--- src/rtl/assert_macros.svh ---
// Assertion macros used by the keyed delay queue top level.
`ifndef ASSERT_MACROS_SVH
`define ASSERT_MACROS_SVH

`ifndef SYNTHESIS
// Check a property on every rising clk edge outside reset.
`define KDQ_ASSERT(lbl, prop, msg) \
    lbl: assert property (@(posedge clk) disable iff (!rst_n) prop) else $error(msg);
// Check that a condition never holds outside reset.
`define KDQ_NEVER(lbl, expr, msg) \
    lbl: assert property (@(posedge clk) disable iff (!rst_n) !(expr)) else $error(msg);
`else
`define KDQ_ASSERT(lbl, prop, msg)
`define KDQ_NEVER(lbl, expr, msg)
`endif

`endif

--- src/rtl/kdq_pkg.sv ---
// Types, sizes and codes of the keyed delay queue.
package kdq_pkg;

    localparam int DEPTH       = 16;
    localparam int HANDLE_BITS = 16;
    localparam int KEY_BITS    = 16;

    localparam int FIELD_W   = 16;
    localparam int HW        = (HANDLE_BITS < FIELD_W) ? HANDLE_BITS : FIELD_W;
    localparam int KW        = (KEY_BITS < FIELD_W) ? KEY_BITS : FIELD_W;
    localparam int CD_W      = 8;
    localparam int MODE_W    = 3;
    localparam int CNT_W     = $clog2(DEPTH + 1);
    localparam int OUT_CNT_W = 5;

    // Command modes
    localparam logic [MODE_W-1:0] MODE_SCHEDULE = 3'd0;
    localparam logic [MODE_W-1:0] MODE_CANCEL   = 3'd1;
    localparam logic [MODE_W-1:0] MODE_TICK     = 3'd2;
    localparam logic [MODE_W-1:0] MODE_DRAIN    = 3'd3;
    localparam logic [MODE_W-1:0] MODE_CLEAR    = 3'd4;

    // Operations broadcast to every cell
    typedef logic [2:0] cell_op_t;
    localparam cell_op_t CELL_HOLD   = 3'd0;
    localparam cell_op_t CELL_KILL   = 3'd1;
    localparam cell_op_t CELL_TICK   = 3'd2;
    localparam cell_op_t CELL_CLEAR  = 3'd3;
    localparam cell_op_t CELL_MARK   = 3'd4;
    localparam cell_op_t CELL_SHIFT  = 3'd5;
    localparam cell_op_t CELL_APPEND = 3'd6;
    localparam cell_op_t CELL_POP    = 3'd7;

    typedef struct packed {
        logic [HW-1:0]   handle;
        logic [KW-1:0]   key;
        logic            key_given;
        logic [CD_W-1:0] countdown;
    } entry_t;

    typedef struct packed {
        cell_op_t      op;
        logic [KW-1:0] key;
        logic          key_given;
        entry_t        fresh;
    } cell_ctl_t;

endpackage

--- src/rtl/kdq_channels.sv ---
// Command and result channel interfaces of the keyed delay queue.
interface kdq_cmd_if import kdq_pkg::*; ();
    logic                valid;
    logic                ready;
    logic [MODE_W-1:0]   mode;
    logic [FIELD_W-1:0]  handle;
    logic [FIELD_W-1:0]  entry_key;
    logic                key_given;
    logic [CD_W-1:0]     delay_ticks;

    modport source (output valid, mode, handle, entry_key, key_given, delay_ticks,
                    input ready);
    modport sink (input valid, mode, handle, entry_key, key_given, delay_ticks,
                  output ready);
endinterface

interface kdq_rsp_if import kdq_pkg::*; ();
    logic                 valid;
    logic                 ready;
    logic                 entry_valid;
    logic [FIELD_W-1:0]   out_handle;
    logic [FIELD_W-1:0]   out_key;
    logic                 out_key_given;
    logic                 last;
    logic                 key_present;
    logic [OUT_CNT_W-1:0] entry_count;
    logic                 dropped;

    modport source (output valid, entry_valid, out_handle, out_key, out_key_given, last,
                           key_present, entry_count, dropped,
                    input ready);
    modport sink (input valid, entry_valid, out_handle, out_key, out_key_given, last,
                        key_present, entry_count, dropped,
                  output ready);
endinterface

--- src/rtl/keyed_delay_queue_unit.sv ---
// Top level of the keyed delay queue: control sequencer, cell row and result register.
//
//  channel | dir | payload                                            | accepted when
//  cmd     | in  | mode, handle, entry_key, key_given, delay_ticks    | valid & ready
//  rsp     | out | entry_valid, out_handle, out_key, out_key_given,   | valid & ready
//          |     | last, key_present, entry_count, dropped            |
//
// Tick, clear and unused modes pass through the emit state to the result register.
// Schedule and cancel pass through the compact state, where entries slide left to
// close the holes left by removed entries, then through the emit state.
// Drain passes through the count states CNT_A, CNT_B and CNT_C to the drain state,
// which emits one due entry per result; after the last one the same slide closes the holes.
// Reset clears the slot valid flags, the count and the sequencer; no sweep follows.
// A stalled rsp holds the result register and the sequencer waits on it; cmd is
// taken only while the sequencer is idle.
`include "assert_macros.svh"

module keyed_delay_queue_unit import kdq_pkg::*;
(
    input  logic      clk,
    input  logic      rst_n,
    kdq_cmd_if.sink   cmd,
    kdq_rsp_if.source rsp
);

    localparam int ST_W = 3;
    localparam logic [ST_W-1:0] ST_IDLE    = 3'd0;
    localparam logic [ST_W-1:0] ST_COMPACT = 3'd1;
    localparam logic [ST_W-1:0] ST_EMIT    = 3'd2;
    localparam logic [ST_W-1:0] ST_CNT_A   = 3'd3;
    localparam logic [ST_W-1:0] ST_CNT_B   = 3'd4;
    localparam logic [ST_W-1:0] ST_CNT_C   = 3'd5;
    localparam logic [ST_W-1:0] ST_DRAIN   = 3'd6;

    logic [ST_W-1:0]      state_reg, state_next;
    logic [MODE_W-1:0]    mode_reg, mode_next;
    logic [HW-1:0]        handle_reg, handle_next;
    logic [KW-1:0]        key_reg, key_next;
    logic                 kg_reg, kg_next;
    logic [CD_W-1:0]      delay_reg, delay_next;
    logic                 present_reg, present_next;
    logic                 drop_reg, drop_next;
    logic [CNT_W-1:0]     count_reg, count_next;

    logic                 ov_reg, ov_next;
    logic                 o_ev_reg, o_ev_next;
    logic [FIELD_W-1:0]   o_handle_reg, o_handle_next;
    logic [FIELD_W-1:0]   o_key_reg, o_key_next;
    logic                 o_kg_reg, o_kg_next;
    logic                 o_last_reg, o_last_next;
    logic                 o_present_reg, o_present_next;
    logic [OUT_CNT_W-1:0] o_count_reg, o_count_next;
    logic                 o_drop_reg, o_drop_next;

    cell_ctl_t            ctl;
    logic [DEPTH-1:0]     used_vec;
    logic [DEPTH-1:0]     due_vec;
    logic [DEPTH-1:0]     match_vec;
    logic [DEPTH-1:0]     first_due;
    logic [DEPTH-1:0]     left_used;
    logic [DEPTH-1:0]     right_used;
    entry_t               ent      [DEPTH];
    entry_t               right_ent[DEPTH];
    entry_t               sel_ent;
    logic [CNT_W-1:0]     bcount;
    logic [CNT_W-1:0]     cnt_total;
    logic                 packed_q;
    logic                 full;
    logic                 accept;
    logic                 slot_free;
    logic                 is_sched;

    // Row of cells with neighbor links
    for (genvar i = 0; i < DEPTH; i++)
    begin : g_cell
        if (i == 0)
        begin : g_head
            assign left_used[i] = 1'b1;
        end
        else
        begin : g_mid
            assign left_used[i] = used_vec[i-1];
        end
        if (i == DEPTH - 1)
        begin : g_tail
            assign right_used[i] = 1'b0;
            assign right_ent[i]  = '0;
        end
        else
        begin : g_body
            assign right_used[i] = used_vec[i+1];
            assign right_ent[i]  = ent[i+1];
        end

        kdq_cell u_cell (
            .clk         (clk),
            .rst_n       (rst_n),
            .ctl         (ctl),
            .pop_sel     (first_due[i]),
            .left_used   (left_used[i]),
            .right_used  (right_used[i]),
            .right_entry (right_ent[i]),
            .used        (used_vec[i]),
            .due         (due_vec[i]),
            .match       (match_vec[i]),
            .entry       (ent[i])
        );
    end

    kdq_count u_count (
        .clk   (clk),
        .keep  (used_vec & ~due_vec),
        .total (cnt_total)
    );

    // Queue shape: no hole below a used slot, count from the last used slot
    assign packed_q  = ~|(~used_vec[DEPTH-2:0] & used_vec[DEPTH-1:1]);
    assign full      = used_vec[DEPTH-1];
    assign first_due = due_vec & (~due_vec + DEPTH'(1));

    always_comb
    begin
        bcount = '0;
        for (int i = 0; i < DEPTH; i++)
        begin
            if (used_vec[i] && ((i == DEPTH - 1) || !right_used[i]))
            begin
                bcount = bcount | CNT_W'(i + 1);
            end
        end
    end

    // Select the first due entry
    always_comb
    begin
        sel_ent = '0;
        for (int i = 0; i < DEPTH; i++)
        begin
            if (first_due[i])
            begin
                sel_ent = sel_ent | ent[i];
            end
        end
    end

    assign cmd.ready = (state_reg == ST_IDLE);
    assign accept    = cmd.valid && cmd.ready;
    assign slot_free = !ov_reg || rsp.ready;
    assign is_sched  = (mode_reg == MODE_SCHEDULE);

    // Sequencer and result loading
    always_comb
    begin
        state_next     = state_reg;
        mode_next      = mode_reg;
        handle_next    = handle_reg;
        key_next       = key_reg;
        kg_next        = kg_reg;
        delay_next     = delay_reg;
        present_next   = present_reg;
        drop_next      = drop_reg;
        count_next     = count_reg;

        ov_next        = ov_reg && !rsp.ready;
        o_ev_next      = o_ev_reg;
        o_handle_next  = o_handle_reg;
        o_key_next     = o_key_reg;
        o_kg_next      = o_kg_reg;
        o_last_next    = o_last_reg;
        o_present_next = o_present_reg;
        o_count_next   = o_count_reg;
        o_drop_next    = o_drop_reg;

        ctl.op              = CELL_HOLD;
        ctl.key             = (state_reg == ST_IDLE) ? cmd.entry_key[KW-1:0] : key_reg;
        ctl.key_given       = (state_reg == ST_IDLE) ? cmd.key_given : kg_reg;
        ctl.fresh.handle    = handle_reg;
        ctl.fresh.key       = kg_reg ? key_reg : '0;
        ctl.fresh.key_given = kg_reg;
        ctl.fresh.countdown = delay_reg;

        case (state_reg)
            ST_IDLE:
            begin
                if (accept)
                begin
                    mode_next    = cmd.mode;
                    handle_next  = cmd.handle[HW-1:0];
                    key_next     = cmd.entry_key[KW-1:0];
                    kg_next      = cmd.key_given;
                    delay_next   = cmd.delay_ticks;
                    present_next = cmd.key_given && (|match_vec);
                    drop_next    = 1'b0;
                    case (cmd.mode)
                        MODE_SCHEDULE, MODE_CANCEL:
                        begin
                            ctl.op     = cmd.key_given ? CELL_KILL : CELL_HOLD;
                            state_next = ST_COMPACT;
                        end
                        MODE_TICK:
                        begin
                            ctl.op     = CELL_TICK;
                            state_next = ST_EMIT;
                        end
                        MODE_DRAIN:
                        begin
                            ctl.op     = CELL_MARK;
                            state_next = ST_CNT_A;
                        end
                        MODE_CLEAR:
                        begin
                            ctl.op     = CELL_CLEAR;
                            count_next = '0;
                            state_next = ST_EMIT;
                        end
                        default:
                        begin
                            state_next = ST_EMIT;
                        end
                    endcase
                end
            end
            ST_COMPACT:
            begin
                // Slide entries left until the holes are closed, then append if scheduling
                if (!packed_q)
                begin
                    ctl.op = CELL_SHIFT;
                end
                else
                begin
                    if (is_sched)
                    begin
                        ctl.op = CELL_APPEND;
                    end
                    count_next = bcount + CNT_W'(is_sched && !full);
                    drop_next  = is_sched && full;
                    state_next = (mode_reg == MODE_DRAIN) ? ST_IDLE : ST_EMIT;
                end
            end
            ST_EMIT:
            begin
                if (slot_free)
                begin
                    ov_next        = 1'b1;
                    o_ev_next      = 1'b0;
                    o_handle_next  = '0;
                    o_key_next     = '0;
                    o_kg_next      = 1'b0;
                    o_last_next    = 1'b1;
                    o_present_next = present_reg;
                    o_count_next   = OUT_CNT_W'(count_reg);
                    o_drop_next    = drop_reg;
                    state_next     = ST_IDLE;
                end
            end
            ST_CNT_A:
            begin
                state_next = ST_CNT_B;
            end
            ST_CNT_B:
            begin
                state_next = ST_CNT_C;
            end
            ST_CNT_C:
            begin
                count_next = cnt_total;
                state_next = ST_DRAIN;
            end
            ST_DRAIN:
            begin
                if (slot_free)
                begin
                    ov_next        = 1'b1;
                    o_present_next = present_reg;
                    o_count_next   = OUT_CNT_W'(count_reg);
                    o_drop_next    = 1'b0;
                    if (|due_vec)
                    begin
                        // Emit the first due entry and drop it from its slot
                        ctl.op        = CELL_POP;
                        o_ev_next     = 1'b1;
                        o_handle_next = FIELD_W'(sel_ent.handle);
                        o_key_next    = sel_ent.key_given ? FIELD_W'(sel_ent.key) : '0;
                        o_kg_next     = sel_ent.key_given;
                        o_last_next   = ~|(due_vec & ~first_due);
                        if (~|(due_vec & ~first_due))
                        begin
                            state_next = ST_COMPACT;
                        end
                    end
                    else
                    begin
                        o_ev_next     = 1'b0;
                        o_handle_next = '0;
                        o_key_next    = '0;
                        o_kg_next     = 1'b0;
                        o_last_next   = 1'b1;
                        state_next    = ST_IDLE;
                    end
                end
            end
            default:
            begin
                state_next = ST_IDLE;
            end
        endcase
    end

    always_ff @(posedge clk or negedge rst_n)
    begin
        if (!rst_n)
        begin
            state_reg <= ST_IDLE;
            count_reg <= '0;
            ov_reg    <= 1'b0;
        end
        else
        begin
            state_reg <= state_next;
            count_reg <= count_next;
            ov_reg    <= ov_next;
        end
    end

    always_ff @(posedge clk)
    begin
        mode_reg      <= mode_next;
        handle_reg    <= handle_next;
        key_reg       <= key_next;
        kg_reg        <= kg_next;
        delay_reg     <= delay_next;
        present_reg   <= present_next;
        drop_reg      <= drop_next;
        o_ev_reg      <= o_ev_next;
        o_handle_reg  <= o_handle_next;
        o_key_reg     <= o_key_next;
        o_kg_reg      <= o_kg_next;
        o_last_reg    <= o_last_next;
        o_present_reg <= o_present_next;
        o_count_reg   <= o_count_next;
        o_drop_reg    <= o_drop_next;
    end

    assign rsp.valid         = ov_reg;
    assign rsp.entry_valid   = o_ev_reg;
    assign rsp.out_handle    = o_handle_reg;
    assign rsp.out_key       = o_key_reg;
    assign rsp.out_key_given = o_kg_reg;
    assign rsp.last          = o_last_reg;
    assign rsp.key_present   = o_present_reg;
    assign rsp.entry_count   = o_count_reg;
    assign rsp.dropped       = o_drop_reg;

    `KDQ_ASSERT(a_idle_packed, (state_reg == ST_IDLE) |-> packed_q, "queue has holes while idle")
    `KDQ_ASSERT(a_idle_count, (state_reg == ST_IDLE) |-> (count_reg == bcount), "count disagrees with slots")
    `KDQ_NEVER(a_due_unused, |(due_vec & ~used_vec), "due flag on an empty slot")
    `KDQ_ASSERT(a_part_entry, (rsp.valid && !rsp.last) |-> rsp.entry_valid, "non-final result without entry")

endmodule

--- src/rtl/kdq_cell.sv ---
// One queue slot: holds an entry and trades it with its neighbors.
module kdq_cell import kdq_pkg::*;
(
    input  logic      clk,
    input  logic      rst_n,
    input  cell_ctl_t ctl,
    input  logic      pop_sel,
    input  logic      left_used,
    input  logic      right_used,
    input  entry_t    right_entry,
    output logic      used,
    output logic      due,
    output logic      match,
    output entry_t    entry
);

    logic   used_reg, used_next;
    logic   due_reg, due_next;
    entry_t ent_reg, ent_next;

    // Compare the broadcast key against the stored one
    assign match = used_reg && ent_reg.key_given && ctl.key_given && (ent_reg.key == ctl.key);

    // Apply the broadcast operation
    always_comb
    begin
        used_next = used_reg;
        due_next  = due_reg;
        ent_next  = ent_reg;
        case (ctl.op)
            CELL_KILL:
            begin
                if (match)
                begin
                    used_next = 1'b0;
                end
            end
            CELL_TICK:
            begin
                if (ent_reg.countdown != '0)
                begin
                    ent_next.countdown = ent_reg.countdown - 1'b1;
                end
            end
            CELL_CLEAR:
            begin
                used_next = 1'b0;
                due_next  = 1'b0;
            end
            CELL_MARK:
            begin
                due_next = used_reg && (ent_reg.countdown == '0);
            end
            CELL_SHIFT:
            begin
                // Fill a hole from the right, or give the entry to a hole on the left
                if (!used_reg)
                begin
                    used_next = right_used;
                    ent_next  = right_entry;
                end
                else if (!left_used)
                begin
                    used_next = 1'b0;
                end
            end
            CELL_APPEND:
            begin
                if (!used_reg && left_used)
                begin
                    used_next = 1'b1;
                    ent_next  = ctl.fresh;
                end
            end
            CELL_POP:
            begin
                if (pop_sel)
                begin
                    used_next = 1'b0;
                    due_next  = 1'b0;
                end
            end
            default:
            begin
            end
        endcase
    end

    always_ff @(posedge clk or negedge rst_n)
    begin
        if (!rst_n)
        begin
            used_reg <= 1'b0;
            due_reg  <= 1'b0;
        end
        else
        begin
            used_reg <= used_next;
            due_reg  <= due_next;
        end
    end

    always_ff @(posedge clk)
    begin
        ent_reg <= ent_next;
    end

    assign used  = used_reg;
    assign due   = due_reg;
    assign entry = ent_reg;

endmodule

--- src/rtl/kdq_count.sv ---
// Two-stage registered population count of the entries that stay after a drain.
module kdq_count import kdq_pkg::*;
(
    input  logic             clk,
    input  logic [DEPTH-1:0] keep,
    output logic [CNT_W-1:0] total
);

    localparam int NGRP  = (DEPTH + 7) / 8;
    localparam int GRP_W = 4;

    logic [NGRP*8-1:0]  pad;
    logic [GRP_W-1:0]   grp_next [NGRP];
    logic [GRP_W-1:0]   grp_reg  [NGRP];
    logic [CNT_W-1:0]   total_next;
    logic [CNT_W-1:0]   total_reg;

    assign pad = (NGRP*8)'(keep);

    // Count each group of eight slots
    always_comb
    begin
        logic [GRP_W-1:0] acc;
        for (int g = 0; g < NGRP; g++)
        begin
            acc = '0;
            for (int b = 0; b < 8; b++)
            begin
                acc = acc + GRP_W'(pad[g*8 + b]);
            end
            grp_next[g] = acc;
        end
    end

    // Add the group counts
    always_comb
    begin
        total_next = '0;
        for (int g = 0; g < NGRP; g++)
        begin
            total_next = total_next + CNT_W'(grp_reg[g]);
        end
    end

    always_ff @(posedge clk)
    begin
        grp_reg   <= grp_next;
        total_reg <= total_next;
    end

    assign total = total_reg;

endmodule

--- src/flat_wrapper.sv ---
// flat-port wrapper written by rule: the top's interface ports become plain ports
module keyed_delay_queue_unit_flat import kdq_pkg::*;
  (clk, rst_n, cmd_valid, cmd_mode, cmd_handle, cmd_entry_key, cmd_key_given, cmd_delay_ticks, cmd_ready, rsp_valid, rsp_entry_valid, rsp_out_handle, rsp_out_key, rsp_out_key_given, rsp_last, rsp_key_present, rsp_entry_count, rsp_dropped, rsp_ready);
  kdq_cmd_if cmd_i ();
  kdq_rsp_if rsp_i ();
  input  logic clk;
  input  logic rst_n;
  input wire logic [$bits(cmd_i.valid)-1:0] cmd_valid;
  input wire logic [$bits(cmd_i.mode)-1:0] cmd_mode;
  input wire logic [$bits(cmd_i.handle)-1:0] cmd_handle;
  input wire logic [$bits(cmd_i.entry_key)-1:0] cmd_entry_key;
  input wire logic [$bits(cmd_i.key_given)-1:0] cmd_key_given;
  input wire logic [$bits(cmd_i.delay_ticks)-1:0] cmd_delay_ticks;
  output wire logic [$bits(cmd_i.ready)-1:0] cmd_ready;
  output wire logic [$bits(rsp_i.valid)-1:0] rsp_valid;
  output wire logic [$bits(rsp_i.entry_valid)-1:0] rsp_entry_valid;
  output wire logic [$bits(rsp_i.out_handle)-1:0] rsp_out_handle;
  output wire logic [$bits(rsp_i.out_key)-1:0] rsp_out_key;
  output wire logic [$bits(rsp_i.out_key_given)-1:0] rsp_out_key_given;
  output wire logic [$bits(rsp_i.last)-1:0] rsp_last;
  output wire logic [$bits(rsp_i.key_present)-1:0] rsp_key_present;
  output wire logic [$bits(rsp_i.entry_count)-1:0] rsp_entry_count;
  output wire logic [$bits(rsp_i.dropped)-1:0] rsp_dropped;
  input wire logic [$bits(rsp_i.ready)-1:0] rsp_ready;
  assign cmd_i.valid = cmd_valid;
  assign cmd_i.mode = cmd_mode;
  assign cmd_i.handle = cmd_handle;
  assign cmd_i.entry_key = cmd_entry_key;
  assign cmd_i.key_given = cmd_key_given;
  assign cmd_i.delay_ticks = cmd_delay_ticks;
  assign cmd_ready = cmd_i.ready;
  assign rsp_valid = rsp_i.valid;
  assign rsp_entry_valid = rsp_i.entry_valid;
  assign rsp_out_handle = rsp_i.out_handle;
  assign rsp_out_key = rsp_i.out_key;
  assign rsp_out_key_given = rsp_i.out_key_given;
  assign rsp_last = rsp_i.last;
  assign rsp_key_present = rsp_i.key_present;
  assign rsp_entry_count = rsp_i.entry_count;
  assign rsp_dropped = rsp_i.dropped;
  assign rsp_i.ready = rsp_ready;
  keyed_delay_queue_unit u_core (.clk(clk), .rst_n(rst_n), .cmd(cmd_i), .rsp(rsp_i));
endmodule
--- config.mk ---
export PLATFORM = sky130hd
export DESIGN_NAME = keyed_delay_queue_unit_flat
export DESIGN_NICKNAME = d
export VERILOG_FILES = /design/src/rtl/kdq_pkg.sv /design/src/rtl/kdq_channels.sv /design/src/rtl/keyed_delay_queue_unit.sv /design/src/rtl/kdq_cell.sv /design/src/rtl/kdq_count.sv /design/src/flat_wrapper.sv
export VERILOG_INCLUDE_DIRS = /design/src /design/src/rtl
export SDC_FILE = /design/constraint.sdc
export NUM_CORES = 2
export LEC_CHECK = 0
export BUFFER_PORTS_ARGS = -buffer_cell sky130_fd_sc_hd__buf_4
export CAP_MARGIN = 20
export CORE_MARGIN = 10
export CORE_UTILIZATION = 60
export DETAILED_ROUTE_END_ITERATION = 10
export MAX_ROUTING_LAYER = met4
export PLACE_DENSITY = 0.89
export SYNTH_ARGS = -nofsm -noshare
export SYNTH_HDL_FRONTEND = slang
export SYNTH_SLANG_ARGS = --single-unit
--- constraint.sdc ---
create_clock -name clk -period 4.5 [get_ports clk]
set_input_delay 0.675 -clock clk [delete_from_list [all_inputs] [get_ports clk]]
set_output_delay 0.675 -clock clk [all_outputs]
set_load 0.01 [all_outputs]
==> results.yml <==
yosys:
  synth_edf_count: 744
  synthFlopType: "edfxtp_1"
  syn_nets: 3995
  netlist_area_um2: 42100
  netlist_instances: 3908
  seq_area_frac_synth: 0.562
  syn_area_per_cell_um2: 10.8
  synth_cell_types: 86
  ys_async_sr_fraction: 0.0514
  ys_ff_latch: 798
  yosysWarnings: 0
final_layout:
  drive_gt1_frac: 0.115
  nNetsFinal: 4048
  flow.area_growth_from_synthesis_pct: 12.7
  nFillCells: 4826
  largest_register_ffs: 656
  final_cell_mix: "edfxtp_1 (744), nand2_1 (672), buf_4 (245), a21o_1 (226), xnor2_1 (213)"
  final_area_um2: 47400
  final_common_cell: "edfxtp_1"
min_path:
  hp-class: "in -> async"
critical_path:
  path_max_fanout: 20
  worstReg2RegStart: "u_core.g_cell[5].u_cell.used"
  crit_top_cell: "buf_4"
  cp_data_required_time_ps: 4840
  path_cells: "inv_1, o22ai_1, a2111oi_2, buf_4, a21oi_4, nor2_2, buf_4, nor2_4, buf_4"
  arrival_ps: 4430
  timing.rr.end: "u_core.g_cell[3].u_cell.entry[33]"
  critPathCapture: "u_core.g_cell[3].u_cell.entry[33]"
  crit_type: "reg -> reg"
  reg2reg_setup_slack_ps: 410
  start_kind: "flip-flop"
  r2r_cells: 9
  cp-startpoint: "u_core.g_cell[5].u_cell.used"
  slowest_stage: "dfrtp_1"
  endpoint_kind: "flip-flop"
  critPathMaxStageDelay_ps: 750
clock_network:
  cts_root_buf: "clkbuf_16"
  cts_max_level: 3
  clock_path_buffers: 3
  worstSkewPairLatency_ps: 700
  hold_buffers: 0
  clkSinkCount: 798
  cts_tree: "done"
  post_cts_buffers: 0
  cts_made_buffers: 84
  cts_resized: 0
  path_clk_slew_ps: 70
route:
  wirelength_um: 159000
  post_drt_wl_per_cell_um: 32.0
  dr.first_iter.drc_count: 7742
  num_vias: 36654
  first_pass_iters: 8
  ant_nets: 0
  vias_per_cell: 7.36
  drc: 0
timing:
  relSlewSlack: 0.285
  fin_crit_ps: 4090
  setup_viol: 0
  worst_slew_pin_slew_ps: 1070
  timing.fmax_mhz: 244
  setup_slack_ps: 406
  period_share: 0.910
  hold_viol: 0
  skew_ps: 62.2
  holdWs_ps: 41.3
  rsz0062_at_grt: "no"
  drv_slew: 0
  tns_ps: 0
outcome:
  status: "finished clean"
global_route:
  track_usage: 0.390
  grt_start_max_net_pins: 221
  grt_overflow: 0
  grt_pass1_vias: 34994
  antenna_found_initial: 10
  grt_pass1_wl_um: 232000
power:
  cellInternalPower_mw: 20.4
  cellPowerDensity_nw_per_um2: 721
  swShare: 0.403
  p_switching_mw: 13.8
  leakage_nw: 18.5
  ir_drop_mv: 0.657
  power_frac_clock: 0.214
  total_power_mw: 34.2
  comb_power_share: 0.367
  seqPwrFrac: 0.419
floorplanning:
  die_x_um: 285
  ios: 92
  coreArea_um2: 69800
  die_area_um2: 81100
  rows: 97
  chipHeight_um: 285
  initial_utilization: 0.603
placed_design:
  io_buffers: 91
  hpwl_um: 105000
  pre_cts_ws_ps: 637
  gp_congestion: 1.20
  post_dp_cell_area_um2: 44500
flow_run:
  drv_cap: 0
==> power by group through the flow <==
stage	Combinational, mW	Sequential (mW)	Clock, mW
6_report	12.6	14.3	7.31
5_1_grt	13.2	14.4	7.57
4_1_cts	12.0	14.1	7.27
3_5_place_dp	11.9	14.1	0
3_3_place_gp	11.6	14.1	0
2_1_floorplan	7.58	13.2	0
==> metal layers <==
metal	track usage	routed length, um
met4	0.213	11000
met1	0.486	54600
met5	-	0
met3	0.133	25700
met2	0.556	67900
==> kinds of logic (layout without fill, tap and decap cells) <==
| group | Yosys count | in the layout | synth area share |
|---|---|---|---|
| other | 0 | 11 | 0 |
| AO/OA/AOI/OAI | 1146 | 1146 | 0.189 |
| XOR/XNOR | 326 | 326 | 0.0679 |
| AND/OR/NAND/NOR | 1139 | 1139 | 0.122 |
| multiplexers | 17 | 17 | 0.00413 |
| adder cells (fa/ha/maj) | 41 | 41 | 0.0137 |
| flip-flops | 798 | 798 | 0.562 |
| buffers and inverters | 441 | 561 | 0.0419 |
==> worst min-delay path by stage <==
| stage | from | endpoint | slack, ps |
|---|---|---|---|
| after floorplan | rst_n | u_core.count_reg[0] | 380 |
| after global placement | u_core.u_count.grp_reg[4] | u_core.u_count.total[0] | 430 |
| after detailed placement | u_core.u_count.grp_reg[4] | u_core.u_count.total[0] | 440 |
| after CTS | rst_n | u_core.g_cell[14].u_cell.due | 50 |
| after global routing | rst_n | u_core.g_cell[14].u_cell.due | 60 |
| final | rst_n | u_core.g_cell[14].u_cell.due | 40 |
==> cell type report <==
class / count / area (um2) / share of cell area
repair buffers: 266 / 2260 / 0.0477
well taps: 940 / 1180 / 0.0248
multi-input cells: 2669 / 16900 / 0.356
diodes: 11 / 27.5 / 0.000581
clock buffers: 98 / 2200 / 0.0463
inverters: 142 / 538 / 0.0113
clock inverters: 55 / 692 / 0.0146
flip-flops and latches: 798 / 23600 / 0.498
==> synth_stat cells (17+ instances only) <==
| library cell | number | area share |
|---|---|---|
| xor2_1 | 113 | 0.024 |
| nand2b_1 | 23 | 0.0034 |
| nor2b_1 | 27 | 0.0040 |
| nand2_1 | 674 | 0.060 |
| a21o_1 | 226 | 0.040 |
| a211o_1 | 17 | 0.0035 |
| a211oi_1 | 28 | 0.0050 |
| o22ai_1 | 48 | 0.0071 |
| a31oi_1 | 30 | 0.0045 |
| nor4_1 | 55 | 0.0082 |
| o2111ai_1 | 21 | 0.0044 |
| o31ai_1 | 21 | 0.0037 |
| clkbuf_1 | 239 | 0.021 |
| dfrtp_1 | 41 | 0.024 |
| xnor2_1 | 213 | 0.044 |
| ha_1 | 30 | 0.0089 |
| a221oi_1 | 87 | 0.018 |
| buf_2 | 34 | 0.0040 |
| edfxtp_1 | 744 | 0.53 |
| and2_1 | 21 | 0.0031 |
| nor2_1 | 121 | 0.011 |
| a21oi_1 | 204 | 0.024 |
| or3_1 | 18 | 0.0027 |
| a221o_1 | 22 | 0.0052 |
| nand4_1 | 33 | 0.0049 |
| nor3_1 | 36 | 0.0043 |
| nand3_1 | 75 | 0.0089 |
| inv_1 | 138 | 0.012 |
| a22oi_1 | 141 | 0.025 |
| o211ai_1 | 17 | 0.0030 |
| o21ai_0 | 179 | 0.021 |
==> worst max-delay path, delay by kind of cell (launching register included) <==
family	cells	cell delay, ps
simple gates	2	990
flops	1	750
buf+inv	4	1040
compound gates	3	940
==> metrics by stage <==
| stage | instances | utilization |
|---|---|---|
| after floorplan | 3908 | - |
| after global placement | 4815 | 0.638 |
| after detailed placement | 4815 | 0.638 |
| after CTS | 4968 | 0.679 |
| after global routing | 4977 | 0.679 |
| final | 4979 | 0.679 |
(Power assumes the default switching activity.)
